==> src/utp_pkg.sv <==
// ----------------------------------------------------------------------------
// utp_pkg: shared definitions of the text pre-tokenizer
// Types, sizes and code point class tables used by the front, the queue and
// the back of the pre-tokenizer.
// ----------------------------------------------------------------------------
package utp_pkg;

    localparam int FBUF   = 4;
    localparam int FCNT_W = $clog2(FBUF + 1);
    localparam int QDEPTH = 4;
    localparam int QCNT_W = $clog2(QDEPTH + 1);
    localparam int QIDX_W = $clog2(QDEPTH);
    localparam int CP_W   = 21;

    localparam logic [CP_W-1:0] CP_REPL  = 21'h00FFFD;
    localparam logic [CP_W-1:0] CP_SPACE = 21'h000020;
    localparam logic [7:0]      BYTE_QUOTE = 8'h27;

    typedef enum logic [2:0] {
        PC_SPACE  = 3'd0,
        PC_LETTER = 3'd1,
        PC_NUMBER = 3'd2,
        PC_PUNCT  = 3'd3,
        PC_CONTR  = 3'd4
    } piece_class_t;

    typedef struct packed {
        logic [FBUF-1:0][7:0] bytes;
        logic [1:0]           len_m1;
        logic [CP_W-1:0]      cp;
        logic                 last;
    } utp_cp_t;

    typedef struct packed {
        logic [FBUF-1:0][7:0] bytes;
        logic [1:0]           len_m1;
        piece_class_t         cls;
        logic                 sp20;
        logic                 quote;
        logic                 t_stmd;
        logic                 t_rv;
        logic                 t_l;
        logic                 t_e;
        logic                 last;
    } utp_item_t;

    typedef struct packed {
        utp_item_t         item0;
        utp_item_t         item1;
        utp_item_t         item2;
        logic [QCNT_W-1:0] count;
    } utp_window_t;

    localparam logic [CP_W-1:0] NUM_RANGE [36][2] = '{
        '{21'h0030, 21'h0039}, '{21'h0660, 21'h0669}, '{21'h06F0, 21'h06F9},
        '{21'h07C0, 21'h07C9}, '{21'h0966, 21'h096F}, '{21'h09E6, 21'h09EF},
        '{21'h0A66, 21'h0A6F}, '{21'h0AE6, 21'h0AEF}, '{21'h0B66, 21'h0B6F},
        '{21'h0BE6, 21'h0BEF}, '{21'h0C66, 21'h0C6F}, '{21'h0CE6, 21'h0CEF},
        '{21'h0D66, 21'h0D6F}, '{21'h0DE6, 21'h0DEF}, '{21'h0E50, 21'h0E59},
        '{21'h0ED0, 21'h0ED9}, '{21'h0F20, 21'h0F29}, '{21'h1040, 21'h1049},
        '{21'h17E0, 21'h17E9}, '{21'h1810, 21'h1819}, '{21'h1946, 21'h194F},
        '{21'h19D0, 21'h19D9}, '{21'h1A80, 21'h1A89}, '{21'h1A90, 21'h1A99},
        '{21'h1B50, 21'h1B59}, '{21'h1BB0, 21'h1BB9}, '{21'h1C40, 21'h1C49},
        '{21'h1C50, 21'h1C59}, '{21'hA620, 21'hA629}, '{21'hA8D0, 21'hA8D9},
        '{21'hA900, 21'hA909}, '{21'hA9D0, 21'hA9D9}, '{21'hA9F0, 21'hA9F9},
        '{21'hAA50, 21'hAA59}, '{21'hABF0, 21'hABF9}, '{21'hFF10, 21'hFF19}
    };

    localparam logic [CP_W-1:0] PUNCT_RANGE [13][2] = '{
        '{21'h02000, 21'h0206F}, '{21'h020A0, 21'h020CF}, '{21'h02100, 21'h0214F},
        '{21'h02190, 21'h02BFF}, '{21'h02E00, 21'h02E7F}, '{21'h03001, 21'h0303F},
        '{21'h0FE10, 21'h0FE1F}, '{21'h0FE30, 21'h0FE6F}, '{21'h0FF01, 21'h0FF0F},
        '{21'h0FF1A, 21'h0FF20}, '{21'h0FF3B, 21'h0FF40}, '{21'h0FF5B, 21'h0FF65},
        '{21'h1F000, 21'h1FAFF}
    };

    localparam logic [CP_W-1:0] PUNCT_SINGLE [27] = '{
        21'h00A1, 21'h00A2, 21'h00A3, 21'h00A4, 21'h00A5, 21'h00A6, 21'h00A7,
        21'h00A9, 21'h00AB, 21'h00AC, 21'h00AE, 21'h00B0, 21'h00B1, 21'h00B6,
        21'h00B7, 21'h00BB, 21'h00BF, 21'h00D7, 21'h00F7, 21'h060C, 21'h061B,
        21'h061F, 21'h066A, 21'h066B, 21'h066C, 21'h066D, 21'h06D4
    };

    function automatic logic utp_is_space(input logic [CP_W-1:0] cp);
        return (cp == CP_SPACE) || (cp >= 21'h09 && cp <= 21'h0D) ||
               (cp == 21'h0085) || (cp == 21'h00A0) || (cp == 21'h1680) ||
               (cp >= 21'h2000 && cp <= 21'h200A) || (cp == 21'h2028) ||
               (cp == 21'h2029) || (cp == 21'h202F) || (cp == 21'h205F) ||
               (cp == 21'h3000);
    endfunction

    function automatic piece_class_t utp_class(input logic [CP_W-1:0] cp);
        logic num;
        logic pun;
        logic alnum;
        piece_class_t res;
        num = 1'b0;
        pun = 1'b0;
        for (int k = 0; k < 36; k++) begin
            if (cp >= NUM_RANGE[k][0] && cp <= NUM_RANGE[k][1]) num = 1'b1;
        end
        for (int k = 0; k < 13; k++) begin
            if (cp >= PUNCT_RANGE[k][0] && cp <= PUNCT_RANGE[k][1]) pun = 1'b1;
        end
        for (int k = 0; k < 27; k++) begin
            if (cp == PUNCT_SINGLE[k]) pun = 1'b1;
        end
        alnum = (cp >= 21'h41 && cp <= 21'h5A) || (cp >= 21'h61 && cp <= 21'h7A);
        if (utp_is_space(cp)) res = PC_SPACE;
        else if (num) res = PC_NUMBER;
        else if (cp < 21'h80) res = alnum ? PC_LETTER : PC_PUNCT;
        else if (pun) res = PC_PUNCT;
        else res = PC_LETTER;
        return res;
    endfunction

    function automatic logic [7:0] utp_fold(input logic [7:0] b);
        return (b >= 8'h41 && b <= 8'h5A) ? b + 8'h20 : b;
    endfunction

endpackage

==> src/utp_in_if.sv <==
// ----------------------------------------------------------------------------
// utp_in_if: byte input channel
// Valid/ready channel that carries one text byte and its end-of-text mark.
// ----------------------------------------------------------------------------
interface utp_in_if;
    logic       valid;
    logic       ready;
    logic [7:0] in_byte;
    logic       end_of_text;

    modport source (output valid, in_byte, end_of_text, input ready);
    modport sink (input valid, in_byte, end_of_text, output ready);
endinterface

==> src/utp_out_if.sv <==
// ----------------------------------------------------------------------------
// utp_out_if: tagged byte output channel
// Valid/ready channel that carries one text byte with its piece marks.
// ----------------------------------------------------------------------------
interface utp_out_if;
    logic       valid;
    logic       ready;
    logic [7:0] out_byte;
    logic       piece_end;
    logic [2:0] piece_class;
    logic       text_end;

    modport source (output valid, out_byte, piece_end, piece_class, text_end, input ready);
    modport sink (input valid, out_byte, piece_end, piece_class, text_end, output ready);
endinterface

==> src/utf8_text_pretokenizer_unit.sv <==
// ----------------------------------------------------------------------------
// utf8_text_pretokenizer_unit: UTF-8 text pre-tokenizer
// Cuts a byte stream into pieces and returns each byte tagged with its piece
// class, piece end and text end.
// ----------------------------------------------------------------------------
// The unit takes one byte per cycle and returns every byte once, in order,
// one per cycle, so the sustained rate is one byte per cycle in both
// directions while out_ch.ready holds; the output register sets it. Outside
// a contraction, a byte comes out once the code point after it (up to two
// after a quote at a piece start) has been decoded. At the end of a text the
// input holds until the four-byte decode buffer is empty, and a cut-off
// multibyte sequence in it is decoded one byte at a time.
// ----------------------------------------------------------------------------
module utf8_text_pretokenizer_unit (
    input  logic      clk,
    input  logic      rst_n,
    utp_in_if.sink    in_ch,
    utp_out_if.source out_ch
);
    import utp_pkg::*;

    logic        push_valid;
    logic        push_ready;
    utp_item_t   push_item;
    logic        pop;
    utp_window_t window;

    utp_front u_front (
        .clk        (clk),
        .rst_n      (rst_n),
        .in_ch      (in_ch),
        .push_ready (push_ready),
        .push_valid (push_valid),
        .push_item  (push_item)
    );

    utp_queue u_queue (
        .clk        (clk),
        .rst_n      (rst_n),
        .push_valid (push_valid),
        .push_item  (push_item),
        .push_ready (push_ready),
        .pop        (pop),
        .window     (window)
    );

    utp_back u_back (
        .clk    (clk),
        .rst_n  (rst_n),
        .window (window),
        .pop    (pop),
        .out_ch (out_ch)
    );

endmodule

==> src/utp_front.sv <==
// ----------------------------------------------------------------------------
// utp_front: UTF-8 decoder and classifier
// Collects bytes, decodes one code point per cycle unless the queue is full,
// registers it, and tags it with its class and contraction hints for the queue.
// ----------------------------------------------------------------------------
module utp_front (
    input  logic              clk,
    input  logic              rst_n,
    utp_in_if.sink            in_ch,
    input  logic              push_ready,
    output logic              push_valid,
    output utp_pkg::utp_item_t push_item
);
    import utp_pkg::*;

    logic [FBUF-1:0][7:0] fb_reg;
    logic [FBUF-1:0][7:0] fb_next;
    logic [FCNT_W-1:0]    fcnt_reg;
    logic [FCNT_W-1:0]    fcnt_next;
    logic                 ended_reg;
    logic                 ended_next;
    utp_cp_t              s1_reg;
    logic                 s1_valid_reg;
    logic                 s1_valid_next;

    logic [FCNT_W-1:0]    need;
    logic                 bad_lead;
    logic                 dec_valid;
    logic [FCNT_W-1:0]    dec_len;
    logic [CP_W-1:0]      dec_cp;
    logic                 s1_adv;
    logic                 fire;
    logic [FCNT_W-1:0]    consumed;
    logic [FCNT_W-1:0]    cnt_after;
    logic                 in_ready;
    logic                 accept;
    logic [FCNT_W-1:0]    idx;
    logic [7:0]           b0;
    logic [7:0]           fold0;

    always_comb
    begin
        b0 = fb_reg[0];
        bad_lead = 1'b0;
        need = FCNT_W'(1);
        if (!b0[7]) need = FCNT_W'(1);
        else if (b0[7:5] == 3'b110) need = FCNT_W'(2);
        else if (b0[7:4] == 4'b1110) need = FCNT_W'(3);
        else if (b0[7:3] == 5'b11110) need = FCNT_W'(4);
        else bad_lead = 1'b1;

        dec_valid = (fcnt_reg != '0) && ((need <= fcnt_reg) || ended_reg);
        if (bad_lead || need > fcnt_reg) begin
            dec_len = FCNT_W'(1);
            dec_cp = b0[7] ? CP_REPL : {13'd0, b0};
        end
        else begin
            dec_len = need;
            unique case (need)
                FCNT_W'(2): dec_cp = {10'd0, b0[4:0], fb_reg[1][5:0]};
                FCNT_W'(3): dec_cp = {5'd0, b0[3:0], fb_reg[1][5:0], fb_reg[2][5:0]};
                FCNT_W'(4): dec_cp = {b0[2:0], fb_reg[1][5:0], fb_reg[2][5:0],
                                      fb_reg[3][5:0]};
                default:    dec_cp = {13'd0, b0};
            endcase
        end
    end

    assign s1_adv    = !s1_valid_reg || push_ready;
    assign fire      = dec_valid && s1_adv;
    assign consumed  = fire ? dec_len : '0;
    assign cnt_after = fcnt_reg - consumed;
    assign in_ready  = ended_reg ? (cnt_after == '0) : (cnt_after < FCNT_W'(FBUF));
    assign accept    = in_ch.valid && in_ready;
    assign in_ch.ready = in_ready;

    always_comb
    begin
        idx = '0;
        for (int i = 0; i < FBUF; i++) begin
            idx = FCNT_W'(i) + consumed;
            fb_next[i] = fb_reg[idx[1:0]];
        end
        if (accept) fb_next[cnt_after[1:0]] = in_ch.in_byte;
        fcnt_next = cnt_after + FCNT_W'(accept);
        if (accept) ended_next = in_ch.end_of_text;
        else if (cnt_after == '0) ended_next = 1'b0;
        else ended_next = ended_reg;
        s1_valid_next = s1_adv ? fire : s1_valid_reg;
    end

    always_ff @(posedge clk or negedge rst_n)
    begin
        if (!rst_n)
        begin
            fcnt_reg     <= '0;
            ended_reg    <= 1'b0;
            s1_valid_reg <= 1'b0;
        end
        else
        begin
            fcnt_reg     <= fcnt_next;
            ended_reg    <= ended_next;
            s1_valid_reg <= s1_valid_next;
        end
    end

    always_ff @(posedge clk)
    begin
        fb_reg <= fb_next;
        if (fire)
        begin
            s1_reg.bytes  <= fb_reg;
            s1_reg.len_m1 <= 2'(dec_len - FCNT_W'(1));
            s1_reg.cp     <= dec_cp;
            s1_reg.last   <= ended_reg && (dec_len == fcnt_reg);
        end
    end

    // Contraction hints look at the raw lead byte, not the decoded value.
    always_comb
    begin
        fold0 = utp_fold(s1_reg.bytes[0]);
        push_item.bytes  = s1_reg.bytes;
        push_item.len_m1 = s1_reg.len_m1;
        push_item.cls    = utp_class(s1_reg.cp);
        push_item.sp20   = (s1_reg.cp == CP_SPACE);
        push_item.quote  = (s1_reg.bytes[0] == BYTE_QUOTE);
        push_item.t_stmd = (fold0 == 8'h73) || (fold0 == 8'h74) ||
                           (fold0 == 8'h6D) || (fold0 == 8'h64);
        push_item.t_rv   = (fold0 == 8'h72) || (fold0 == 8'h76);
        push_item.t_l    = (fold0 == 8'h6C);
        push_item.t_e    = (fold0 == 8'h65);
        push_item.last   = s1_reg.last;
    end

    assign push_valid = s1_valid_reg;

endmodule

==> src/utp_queue.sv <==
// ----------------------------------------------------------------------------
// utp_queue: code point queue
// Short shifting queue between decoder and piece logic; the head and the two
// entries behind it are visible to the piece logic.
// ----------------------------------------------------------------------------
module utp_queue (
    input  logic                clk,
    input  logic                rst_n,
    input  logic                push_valid,
    input  utp_pkg::utp_item_t  push_item,
    output logic                push_ready,
    input  logic                pop,
    output utp_pkg::utp_window_t window
);
    import utp_pkg::*;

    utp_item_t         q_reg [QDEPTH];
    utp_item_t         q_next [QDEPTH];
    logic [QCNT_W-1:0] cnt_reg;
    logic [QCNT_W-1:0] cnt_next;
    logic [QCNT_W-1:0] wr_pos;
    logic              push;

    assign push_ready = (cnt_reg < QCNT_W'(QDEPTH));
    assign push       = push_valid && push_ready;
    assign wr_pos     = cnt_reg - QCNT_W'(pop);

    always_comb
    begin
        for (int i = 0; i < QDEPTH; i++) begin
            if (pop && i < QDEPTH - 1) q_next[i] = q_reg[i + 1];
            else q_next[i] = q_reg[i];
        end
        if (push) q_next[wr_pos[QIDX_W-1:0]] = push_item;
        cnt_next = cnt_reg + QCNT_W'(push) - QCNT_W'(pop);
    end

    always_ff @(posedge clk or negedge rst_n)
    begin
        if (!rst_n)
        begin
            cnt_reg <= '0;
        end
        else
        begin
            cnt_reg <= cnt_next;
        end
    end

    always_ff @(posedge clk)
    begin
        q_reg <= q_next;
    end

    assign window.item0 = q_reg[0];
    assign window.item1 = q_reg[1];
    assign window.item2 = q_reg[2];
    assign window.count = cnt_reg;

    a_cnt_bound: assert property (@(posedge clk) disable iff (!rst_n)
        cnt_reg <= QCNT_W'(QDEPTH))
        else $error("queue count beyond depth");
    a_pop_nonempty: assert property (@(posedge clk) disable iff (!rst_n)
        pop |-> cnt_reg != '0)
        else $error("pop from empty queue");
    a_cnt_track: assert property (@(posedge clk) disable iff (!rst_n)
        (push && !pop) |=> cnt_reg == $past(cnt_reg) + QCNT_W'(1))
        else $error("queue count lost a transfer");

endmodule

==> src/utp_back.sv <==
// ----------------------------------------------------------------------------
// utp_back: piece boundary logic
// Decides class and piece end of each code point from the queue head and the
// code points behind it, and sends its bytes out one per cycle while out_ch is ready.
// ----------------------------------------------------------------------------
module utp_back (
    input  logic                 clk,
    input  logic                 rst_n,
    input  utp_pkg::utp_window_t window,
    output logic                 pop,
    utp_out_if.source            out_ch
);
    import utp_pkg::*;

    logic         open_reg;
    logic         open_next;
    piece_class_t run_class_reg;
    piece_class_t run_class_next;
    logic [1:0]   contr_cnt_reg;
    logic [1:0]   contr_cnt_next;
    logic [1:0]   byte_idx_reg;
    logic [1:0]   byte_idx_next;
    logic         ov_reg;
    logic         ov_next;
    logic [7:0]   ob_reg;
    logic         oend_reg;
    piece_class_t ocls_reg;
    logic         otext_reg;

    utp_item_t    c;
    utp_item_t    n1;
    utp_item_t    n2;
    logic         v0;
    logic         v1;
    logic         v2;
    logic         q_need;
    logic         rvl;
    logic         m3;
    logic         q_ok;
    logic         q_match;
    logic         dec_ok;
    piece_class_t cls;
    piece_class_t rc;
    logic         cp_end;
    logic         out_free;
    logic         emit;
    logic         last_byte;

    assign c  = window.item0;
    assign n1 = window.item1;
    assign n2 = window.item2;
    assign v0 = window.count >= QCNT_W'(1);
    assign v1 = window.count >= QCNT_W'(2);
    assign v2 = window.count >= QCNT_W'(3);

    always_comb
    begin
        q_need  = !open_reg && c.quote && (contr_cnt_reg == 2'd0);
        rvl     = n1.t_rv || n1.t_l;
        m3      = v2 && ((n1.t_l && n2.t_l) || (n1.t_rv && n2.t_e));
        q_ok    = c.last || (v1 && (!rvl || n1.last || v2));
        q_match = !c.last && v1 && (n1.t_stmd || (rvl && !n1.last && m3));

        rc             = open_reg ? run_class_reg : c.cls;
        cls            = rc;
        cp_end         = c.last || (n1.cls != rc);
        open_next      = open_reg;
        run_class_next = run_class_reg;
        contr_cnt_next = contr_cnt_reg;
        dec_ok         = v0 && (c.last || v1);

        if (contr_cnt_reg != 2'd0)
        begin
            dec_ok         = v0;
            cls            = PC_CONTR;
            cp_end         = (contr_cnt_reg == 2'd1);
            contr_cnt_next = contr_cnt_reg - 2'd1;
            open_next      = 1'b0;
        end
        else if (q_need && q_match)
        begin
            dec_ok         = v0 && q_ok;
            cls            = PC_CONTR;
            cp_end         = 1'b0;
            contr_cnt_next = n1.t_stmd ? 2'd1 : 2'd2;
            open_next      = 1'b0;
        end
        else if (!open_reg && c.sp20 && !c.last && v1 && n1.cls != PC_SPACE)
        begin
            // A lone space takes the class of the run that follows it.
            cls            = n1.cls;
            cp_end         = 1'b0;
            open_next      = 1'b1;
            run_class_next = n1.cls;
        end
        else
        begin
            if (q_need) dec_ok = v0 && q_ok;
            open_next      = !cp_end;
            run_class_next = rc;
        end
    end

    assign out_free  = !ov_reg || out_ch.ready;
    assign emit      = dec_ok && out_free;
    assign last_byte = (byte_idx_reg == c.len_m1);
    assign pop       = emit && last_byte;

    always_comb
    begin
        ov_next       = emit ? 1'b1 : (out_ch.ready ? 1'b0 : ov_reg);
        byte_idx_next = byte_idx_reg;
        if (emit) byte_idx_next = last_byte ? 2'd0 : byte_idx_reg + 2'd1;
    end

    always_ff @(posedge clk or negedge rst_n)
    begin
        if (!rst_n)
        begin
            open_reg      <= 1'b0;
            run_class_reg <= PC_SPACE;
            contr_cnt_reg <= 2'd0;
            byte_idx_reg  <= 2'd0;
            ov_reg        <= 1'b0;
        end
        else
        begin
            ov_reg       <= ov_next;
            byte_idx_reg <= byte_idx_next;
            if (pop)
            begin
                open_reg      <= open_next;
                run_class_reg <= run_class_next;
                contr_cnt_reg <= contr_cnt_next;
            end
        end
    end

    always_ff @(posedge clk)
    begin
        if (emit)
        begin
            ob_reg    <= c.bytes[byte_idx_reg];
            oend_reg  <= cp_end && last_byte;
            ocls_reg  <= cls;
            otext_reg <= c.last && last_byte;
        end
    end

    assign out_ch.valid       = ov_reg;
    assign out_ch.out_byte    = ob_reg;
    assign out_ch.piece_end   = oend_reg;
    assign out_ch.piece_class = ocls_reg;
    assign out_ch.text_end    = otext_reg;

    a_contr_closed: assert property (@(posedge clk) disable iff (!rst_n)
        contr_cnt_reg != 2'd0 |-> !open_reg)
        else $error("contraction inside an open piece");
    a_text_reset: assert property (@(posedge clk) disable iff (!rst_n)
        (pop && c.last) |=> !open_reg && contr_cnt_reg == 2'd0)
        else $error("piece state left over after text end");
    a_text_closes: assert property (@(posedge clk) disable iff (!rst_n)
        (emit && c.last && last_byte) |=> out_ch.piece_end)
        else $error("last byte of text does not close its piece");

endmodule

==> src/flat_wrapper.sv <==
// flat-port wrapper written by rule: the top's interface ports become plain ports
module utf8_text_pretokenizer_unit_flat import utp_pkg::*;
  (clk, rst_n, in_ch_valid, in_ch_in_byte, in_ch_end_of_text, in_ch_ready, out_ch_valid, out_ch_out_byte, out_ch_piece_end, out_ch_piece_class, out_ch_text_end, out_ch_ready);
  utp_in_if in_ch_i ();
  utp_out_if out_ch_i ();
  input  logic clk;
  input  logic rst_n;
  input wire logic [$bits(in_ch_i.valid)-1:0] in_ch_valid;
  input wire logic [$bits(in_ch_i.in_byte)-1:0] in_ch_in_byte;
  input wire logic [$bits(in_ch_i.end_of_text)-1:0] in_ch_end_of_text;
  output wire logic [$bits(in_ch_i.ready)-1:0] in_ch_ready;
  output wire logic [$bits(out_ch_i.valid)-1:0] out_ch_valid;
  output wire logic [$bits(out_ch_i.out_byte)-1:0] out_ch_out_byte;
  output wire logic [$bits(out_ch_i.piece_end)-1:0] out_ch_piece_end;
  output wire logic [$bits(out_ch_i.piece_class)-1:0] out_ch_piece_class;
  output wire logic [$bits(out_ch_i.text_end)-1:0] out_ch_text_end;
  input wire logic [$bits(out_ch_i.ready)-1:0] out_ch_ready;
  assign in_ch_i.valid = in_ch_valid;
  assign in_ch_i.in_byte = in_ch_in_byte;
  assign in_ch_i.end_of_text = in_ch_end_of_text;
  assign in_ch_ready = in_ch_i.ready;
  assign out_ch_valid = out_ch_i.valid;
  assign out_ch_out_byte = out_ch_i.out_byte;
  assign out_ch_piece_end = out_ch_i.piece_end;
  assign out_ch_piece_class = out_ch_i.piece_class;
  assign out_ch_text_end = out_ch_i.text_end;
  assign out_ch_i.ready = out_ch_ready;
  utf8_text_pretokenizer_unit u_core (.clk(clk), .rst_n(rst_n), .in_ch(in_ch_i), .out_ch(out_ch_i));
endmodule
==> config.mk <==
export PLATFORM = sky130hd
export DESIGN_NAME = utf8_text_pretokenizer_unit_flat
export DESIGN_NICKNAME = d
export VERILOG_FILES = /design/src/utp_pkg.sv /design/src/utp_in_if.sv /design/src/utp_out_if.sv /design/src/utf8_text_pretokenizer_unit.sv /design/src/utp_front.sv /design/src/utp_queue.sv /design/src/utp_back.sv /design/src/flat_wrapper.sv
export SDC_FILE = /design/constraint.sdc
export NUM_CORES = 1
export LEC_CHECK = 0
export BUFFER_PORTS_ARGS = -buffer_cell sky130_fd_sc_hd__buf_4
export CAP_MARGIN = 20
export CORE_UTILIZATION = 60
export DETAILED_ROUTE_END_ITERATION = 8
export PLACE_DENSITY_LB_ADDON = 0.12
export REMOVE_ABC_BUFFERS = 1
export SETUP_SLACK_MARGIN = 0.1
export SYNTH_ARGS = -nofsm -noshare
export SYNTH_HDL_FRONTEND = slang
export SYNTH_HIERARCHICAL = 1
export SYNTH_SLANG_ARGS = --single-unit
==> constraint.sdc <==
create_clock -name clk -period 10.6 [get_ports clk]
set_clock_uncertainty 0.1 [all_clocks]
set_input_delay 1.59 -clock clk [delete_from_list [all_inputs] [get_ports clk]]
set_output_delay 1.59 -clock clk [all_outputs]
set_load 0.01 [all_outputs]
==> results.yml, run 1 <==
run_status:
  run_status: "finished, final reports clean"
floorplan:
  pin_count: 28
  floorplan.initialDensity_pct: 61.0
  core.rowCount: 60
  core-area_um2: 26900
  die_area_um2: 28000
  fp.dieW_um: 167
  die_y_um: 167
sta:
  finalHoldViolations: 0
  timing.final.setup_violations: 0
  post-route-period-util_pct: 78.4
  achievable-frequency_ghz: 0.120
  tightest_hold_margin_ns: 0.368
  grt_setup_unrepaired: "no"
  slew_headroom_pct: 20.8
  period_minus_slack_ns: 8.31
  worst_slew_pin_slew_ns: 1.18
  setup-tns-final_ns: 0
  timing_max_transition_violations_final: 0
route:
  router_iterations_before_antenna_repair: 8
  drt-initial-drc-count: 1301
  total_number_of_vias: 11563
  wirelength_mm: 41.7
  route.antenna.remaining_nets: 0
  route.detailed.wl_per_inst_um: 23.9
  viasPerCell: 6.65
  detail_route.drc_violations: 0
hold_path:
  hold_path_depth: 0
  hold-path-endpoint: "u_core/u_front/push_item[35]"
  hold_class: "flip-flop to flip-flop"
  worst_hold_startpoint: "u_core/u_front/fb_reg[23]"
global_routing:
  first_global_vias: 11054
  grt.overflow.total: 0
  antenna_violations_before_repair: 0
  groute.usage.overall_pct: 29.4
  pin_count_of_the_biggest_net_entering_global_routing: 69
  grt_pass1_wl_mm: 64.2
setup_path:
  end_kind: "output pin"
  critPathLaunchType: "flip-flop"
  reg2reg_setup_slack_ns: 4.00
  path_cells: "nand2_1 > nor3_4 > nor2_1 > inv_1 > ha_1 > nor2b_1 > o21a_1 > o21ai_1 > o21ai_0 > nor3b_2 > nand2_2 > fa_1 > xor2_1 > xnor2_1 > a21boi_0 > buf_4"
  critical_path_class: "flip-flop to output pin"
  r2r-end: "u_core/u_front/fb_reg[30]"
  worstPathRequired_ns: 8.91
  worst-endpoint-arrival_ns: 6.62
  r2r.worst_path.cells: 17
  critPathMaxStageDelay_ns: 0.77
  regToRegStartpoint: "u_core/u_front/b0[7]"
  critical-path-slowest-cell: "nor3_4"
  timing.critical_path.fanout_max: 26
power:
  cellInternalPower_uw: 4260
  combPwrFrac_pct: 48.6
  design_power_total_uw: 6990
  p_per_area_nw_per_um2: 407
  netsw_uw: 2730
  power.sequential.fraction_pct: 35.4
  switching_share_pct: 39.1
  vdd.ir_drop.worst_uv: 300
  leakagePower_uw: 0.00648
  clockPowerShare_pct: 15.9
logic_synthesis:
  postSynthAreaPerCell_um2: 11.2
  post_syn_instances: 1470
  post_synth_instance_area_um2: 16400
  synthesis.yosys.warnings: 6
clock_tree:
  clk_root_buffer_cell: "clkbuf_16"
  clk_slew_on_worst_s_h_paths_ns: 0.06
  insertion_delay_ns: 0.57
  clock_sink_count: 289
  hold_buffer_count_at_cts: 0
  clockBufferDepth: 3
  cts_htree_levels: 1
  cts_setup_buffers: 0
  cts-resized-gates: 0
  cts_made_buffers: 31
  tritoncts: "done"
final_layout:
  area_occupied_by_multi_input_gates_um2: 8200
  post_route_cells_drive_above_1_share_pct: 30.7
  areaGrowthSynthToFinish_pct: 4.62
  finalCoreUtilization_pct: 63.9
  layout.cells.non_filler: 1740
  layout.area.seq_um2: 7000
  nets: 1398
  n_antenna_cell: 0
  count_of_filler_cells_inserted_in_the_layout: 2125
placed_design:
  numPortBuffers: 27
  dp_cells: 1679
  detailed_place_hpwl_mm: 27.8
  place.gp.congestion: 0.987
run:
  maxCapViolCount: 0
[cell type report]
class | instances | share of cell area [%]
inverter | 21 | 0.474
tap | 341 | 2.49
multi-input combinational | 984 | 47.8
timing repair buffer | 47 | 2.19
clock inverter | 11 | 0.890
clock buffer | 47 | 5.35
sequential | 289 | 40.8
[routing by layer]
metal	up-vias	GRT usage [%]	part of all wire, %
li1	5279	-	-
met1	5629	42.4	45
met2	552	45.1	44
met3	103	4.89	8.2
met4	0	9.05	2.9
met5	-	0	0
[power groups by stage]
stage | clock (µW) | sequential (µW) | combinational, µW
after floorplan | 0 | 2320 | 2580
after global placement | 0 | 2450 | 3270
after detailed placement | 0 | 2470 | 3330
after CTS | 1140 | 2450 | 3350
after global routing | 1180 | 2530 | 3650
final | 1110 | 2480 | 3400
[layout by cell type (no fill, tap or decap), types with 6 or more instances in the layout]
cell       count
mux2i_1       66
nand3_1       40
nand2b_1      14
dfrtp_1       17
mux4_2         8
dfxtp_1      159
edfxtp_1     113
nor3_1        26
or4_1          6
nor2_1        73
inv_1         19
o21ai_0       46
mux2_4        40
and2_1         8
clkbuf_1      10
a21oi_1       40
mux2_2       249
ha_1           9
clkbuf_16     33
xnor2_1       13
buf_4         43
nand4_1       30
and3_1        13
nand3b_1       9
nor4b_1        6
a31oi_1       16
a32oi_1        6
a22oi_1       12
a222oi_1      12
o31ai_1        6
nor4_1        19
nand2_1       67
nor2b_1       18
[critical path: cells and delay by family (launching register included)]
| kind | cells | cell delay (ns) |
|---|---|---|
| AND/OR/NAND/NOR | 6 | 2.10 |
| AO/OA/AOI/OAI | 4 | 1.91 |
| adder cells (fa/ha/maj) | 2 | 0.69 |
| flip-flops | 1 | 0.54 |
| XOR/XNOR | 2 | 0.47 |
| buffers and inverters | 2 | 0.34 |
[through the flow]
stage	setup WS, ns	instance area [µm²]
2_1_floorplan	1.57	15300
3_5_place_dp	2.69	16000
5_1_grt	2.01	17200
3_3_place_gp	2.85	16000
4_1_cts	2.08	17100
6_report	2.29	17200
[worst max-delay path by stage]
| stage | from | endpoint | slack (ns) | depth (start not counted) |
|---|---|---|---|---|
| after floorplan | out_ch_ready | flip-flop | 1.57 | 7 |
| after global placement | u_core/u_front/b0[7] | in_ch_ready | 2.85 | 17 |
| after detailed placement | u_core/u_front/b0[7] | in_ch_ready | 2.69 | 17 |
| after CTS | u_core/u_front/b0[7] | in_ch_ready | 2.08 | 17 |
| after global routing | u_core/u_front/b0[7] | in_ch_ready | 2.01 | 16 |
| final | u_core/u_front/b0[7] | in_ch_ready | 2.29 | 16 |
Power figures use the tool's default switching activity.
==> inputs of run 2 (changes only) <==
clock period = 8.34 ns   (was 10.6 ns; I/O delays follow)
==> run 2 against run 1 <==
Count of clock-buffer cells in the layout shrank 6. Combinational power grew 26%. Utilization shrank 0.12 points. Critical path depth is the same. Die area is the same. Final cell count is the same. Power grew 26%. Global-route usage grew 0.59 points. Register-to-register slack lost 2.1 ns. Worst hold slack gained 0.022 ns. Setup slack lost 1.7 ns. Sequential share of layout area grew 0.077 points. Largest cell class unchanged.
==> results.yml, run 2 (synthesis gave the netlist of run 1 again) <==
setup_path:
  worstPathRequired_ns: 6.99
  r2r-end: "u_core/u_front/fb_reg[11]"
  regToRegStartpoint: "u_core/u_front/b0[7]"
  critical_path_start: "u_core/u_front/b0[7]"
  critPathLaunchType: "flip-flop"
  critPathCapture: "in_ch_ready"
  reg2reg_setup_slack_ns: 1.93
  end_kind: "output pin"
  r2r.worst_path.cells: 17
  worst-endpoint-arrival_ns: 6.39
  critical_path_class: "flip-flop to output pin"
  timing.critical_path.fanout_max: 17
floorplan:
  pin_count: 28
  floorplan.initialDensity_pct: 61.0
  core-area_um2: 26900
  die_y_um: 167
  fp.dieW_um: 167
  core.rowCount: 60
  die_area_um2: 28000
final_layout:
  count_of_filler_cells_inserted_in_the_layout: 2196
  layout.area.seq_um2: 7000
  n_antenna_cell: 0
  areaGrowthSynthToFinish_pct: 4.42
  layout_commonest_cell: "mux2_2"
  area_occupied_by_multi_input_gates_um2: 8210
  mostFrequentLayoutCells: "249 x mux2_2, 159 x dfxtp_1, 113 x edfxtp_1"
  post_route_cells_drive_above_1_share_pct: 31.0
  fin_area_um2: 17100
  nets: 1399
  layout.cells.non_filler: 1740
global_routing:
  first_global_vias: 11052
  pin_count_of_the_biggest_net_entering_global_routing: 76
  antenna_violations_before_repair: 2
  groute.usage.overall_pct: 30.0
  grt_pass1_wl_mm: 65.3
  grt.overflow.total: 0
sta:
  period_minus_slack_ns: 7.74
  achievable-frequency_ghz: 0.129
  grt_setup_unrepaired: "no"
  timing_max_transition_violations_final: 0
  slew_headroom_pct: 30.2
  fin_ws_ns: 0.599
  finalHoldViolations: 0
  post-route-period-util_pct: 92.8
  timing.final.setup_violations: 0
  worst_slew_pin_slew_ns: 1.05
placed_design:
  numPortBuffers: 27
  detailedPlace.worstSlack_ns: 1.18
  place.gp.congestion: 0.964
  dp_cells: 1682
  placed_area_um2: 16100
  detailed_place_hpwl_mm: 28.5
route:
  drt-initial-drc-count: 1164
  wirelength_mm: 42.0
  total_number_of_vias: 11537
  router_iterations_before_antenna_repair: 7
  route.detailed.wl_per_inst_um: 24.2
  detail_route.drc_violations: 0
  route.antenna.remaining_nets: 0
  viasPerCell: 6.63
hold_path:
  worst_hold_startpoint: "u_core/u_front/fb_reg[22]"
  hold_class: "flip-flop to flip-flop"
  hold_path_depth: 0
clock_tree:
  clockBufferDepth: 3
  clock_sink_count: 289
  cts_made_buffers: 30
  clk_root_buffer_cell: "clkbuf_16"
  clk_slew_on_worst_s_h_paths_ns: 0.06
  tritoncts: "done"
  cts-resized-gates: 0
  cts_setup_buffers: 0
  hold_buffer_count_at_cts: 0
  insertion_delay_ns: 0.56
  cts_htree_levels: 1
run:
  maxCapViolCount: 0
run_status:
  run_status: "finished, final reports clean"
power:
  p_per_area_nw_per_um2: 514
  vdd.ir_drop.worst_uv: 389
  leakagePower_uw: 0.00647
  design_power_total_uw: 8800
-- run 2: cell types whose count changed in the layout (fill, tap and decap cells not counted), sizes merged --
cell	delta
nor3	+1
clkbuf	-7
buf	+2
inv	-2
bufinv	-2
clkinv	+8
-- run 2: power breakdown --
group | internal (µW) | switching [µW]
Combinational | 2150 | 2150
Sequential | 2400 | 764
Clock | 785 | 557
-- run 2: worst min path at each step --
stage	end	slack, ns
finish	u_core/u_front/push_item[34]	0.39
CTS	u_core/u_front/push_item[34]	0.38
global placement	u_core/u_front/push_item[34]	0.35
global route	u_core/u_front/push_item[34]	0.39
floorplan	u_core/u_front/push_item[26]	0.33
detailed placement	u_core/u_front/push_item[34]	0.37
-- run 2: critical path, cell delays in order, from the launching register on --
cell      delay, ns
dfxtp_1        0.51
nand2_1        0.30
nor2_1         0.67
nor2_1         0.17
inv_1          0.09
ha_1           0.14
nor2b_1        0.04
o21a_1         0.16
o21ai_1        0.68
o21ai_0        0.43
nor3b_2        0.42
nand2_2        0.41
fa_1           0.54
xor2_1         0.16
xnor2_1        0.34
a21boi_0       0.57
buf_4          0.23
-- run 2: final cells by class --
class                      instances  area share [%]
inverter                          21           0.475
timing repair buffer              48            2.19
tap                              341            2.49
clock inverter                    15           0.825
sequential                       289            40.9
clock buffer                      41            5.18
multi-input combinational        985            48.0
-- run 2: through the flow --
step / setup TNS (ns) / hold WS, ns / util [%]
3_3_place_gp: 0 / 0.351 / 59.8
4_1_cts: 0 / 0.380 / 63.6
2_1_floorplan: -15.37 / 0.329 / -
5_1_grt: 0 / 0.389 / 63.7
3_5_place_dp: 0 / 0.366 / 59.8
6_report: 0 / 0.391 / 63.7
-- run 2: layer usage --
metal,vias to the layer above,global-route usage [%],part of all wire (%)
met5,-,0,0.031
met4,2,7.74,2.6
met3,95,5.77,7.2
met2,489,45.8,44
met1,5674,43.5,46
li1,5277,-,-
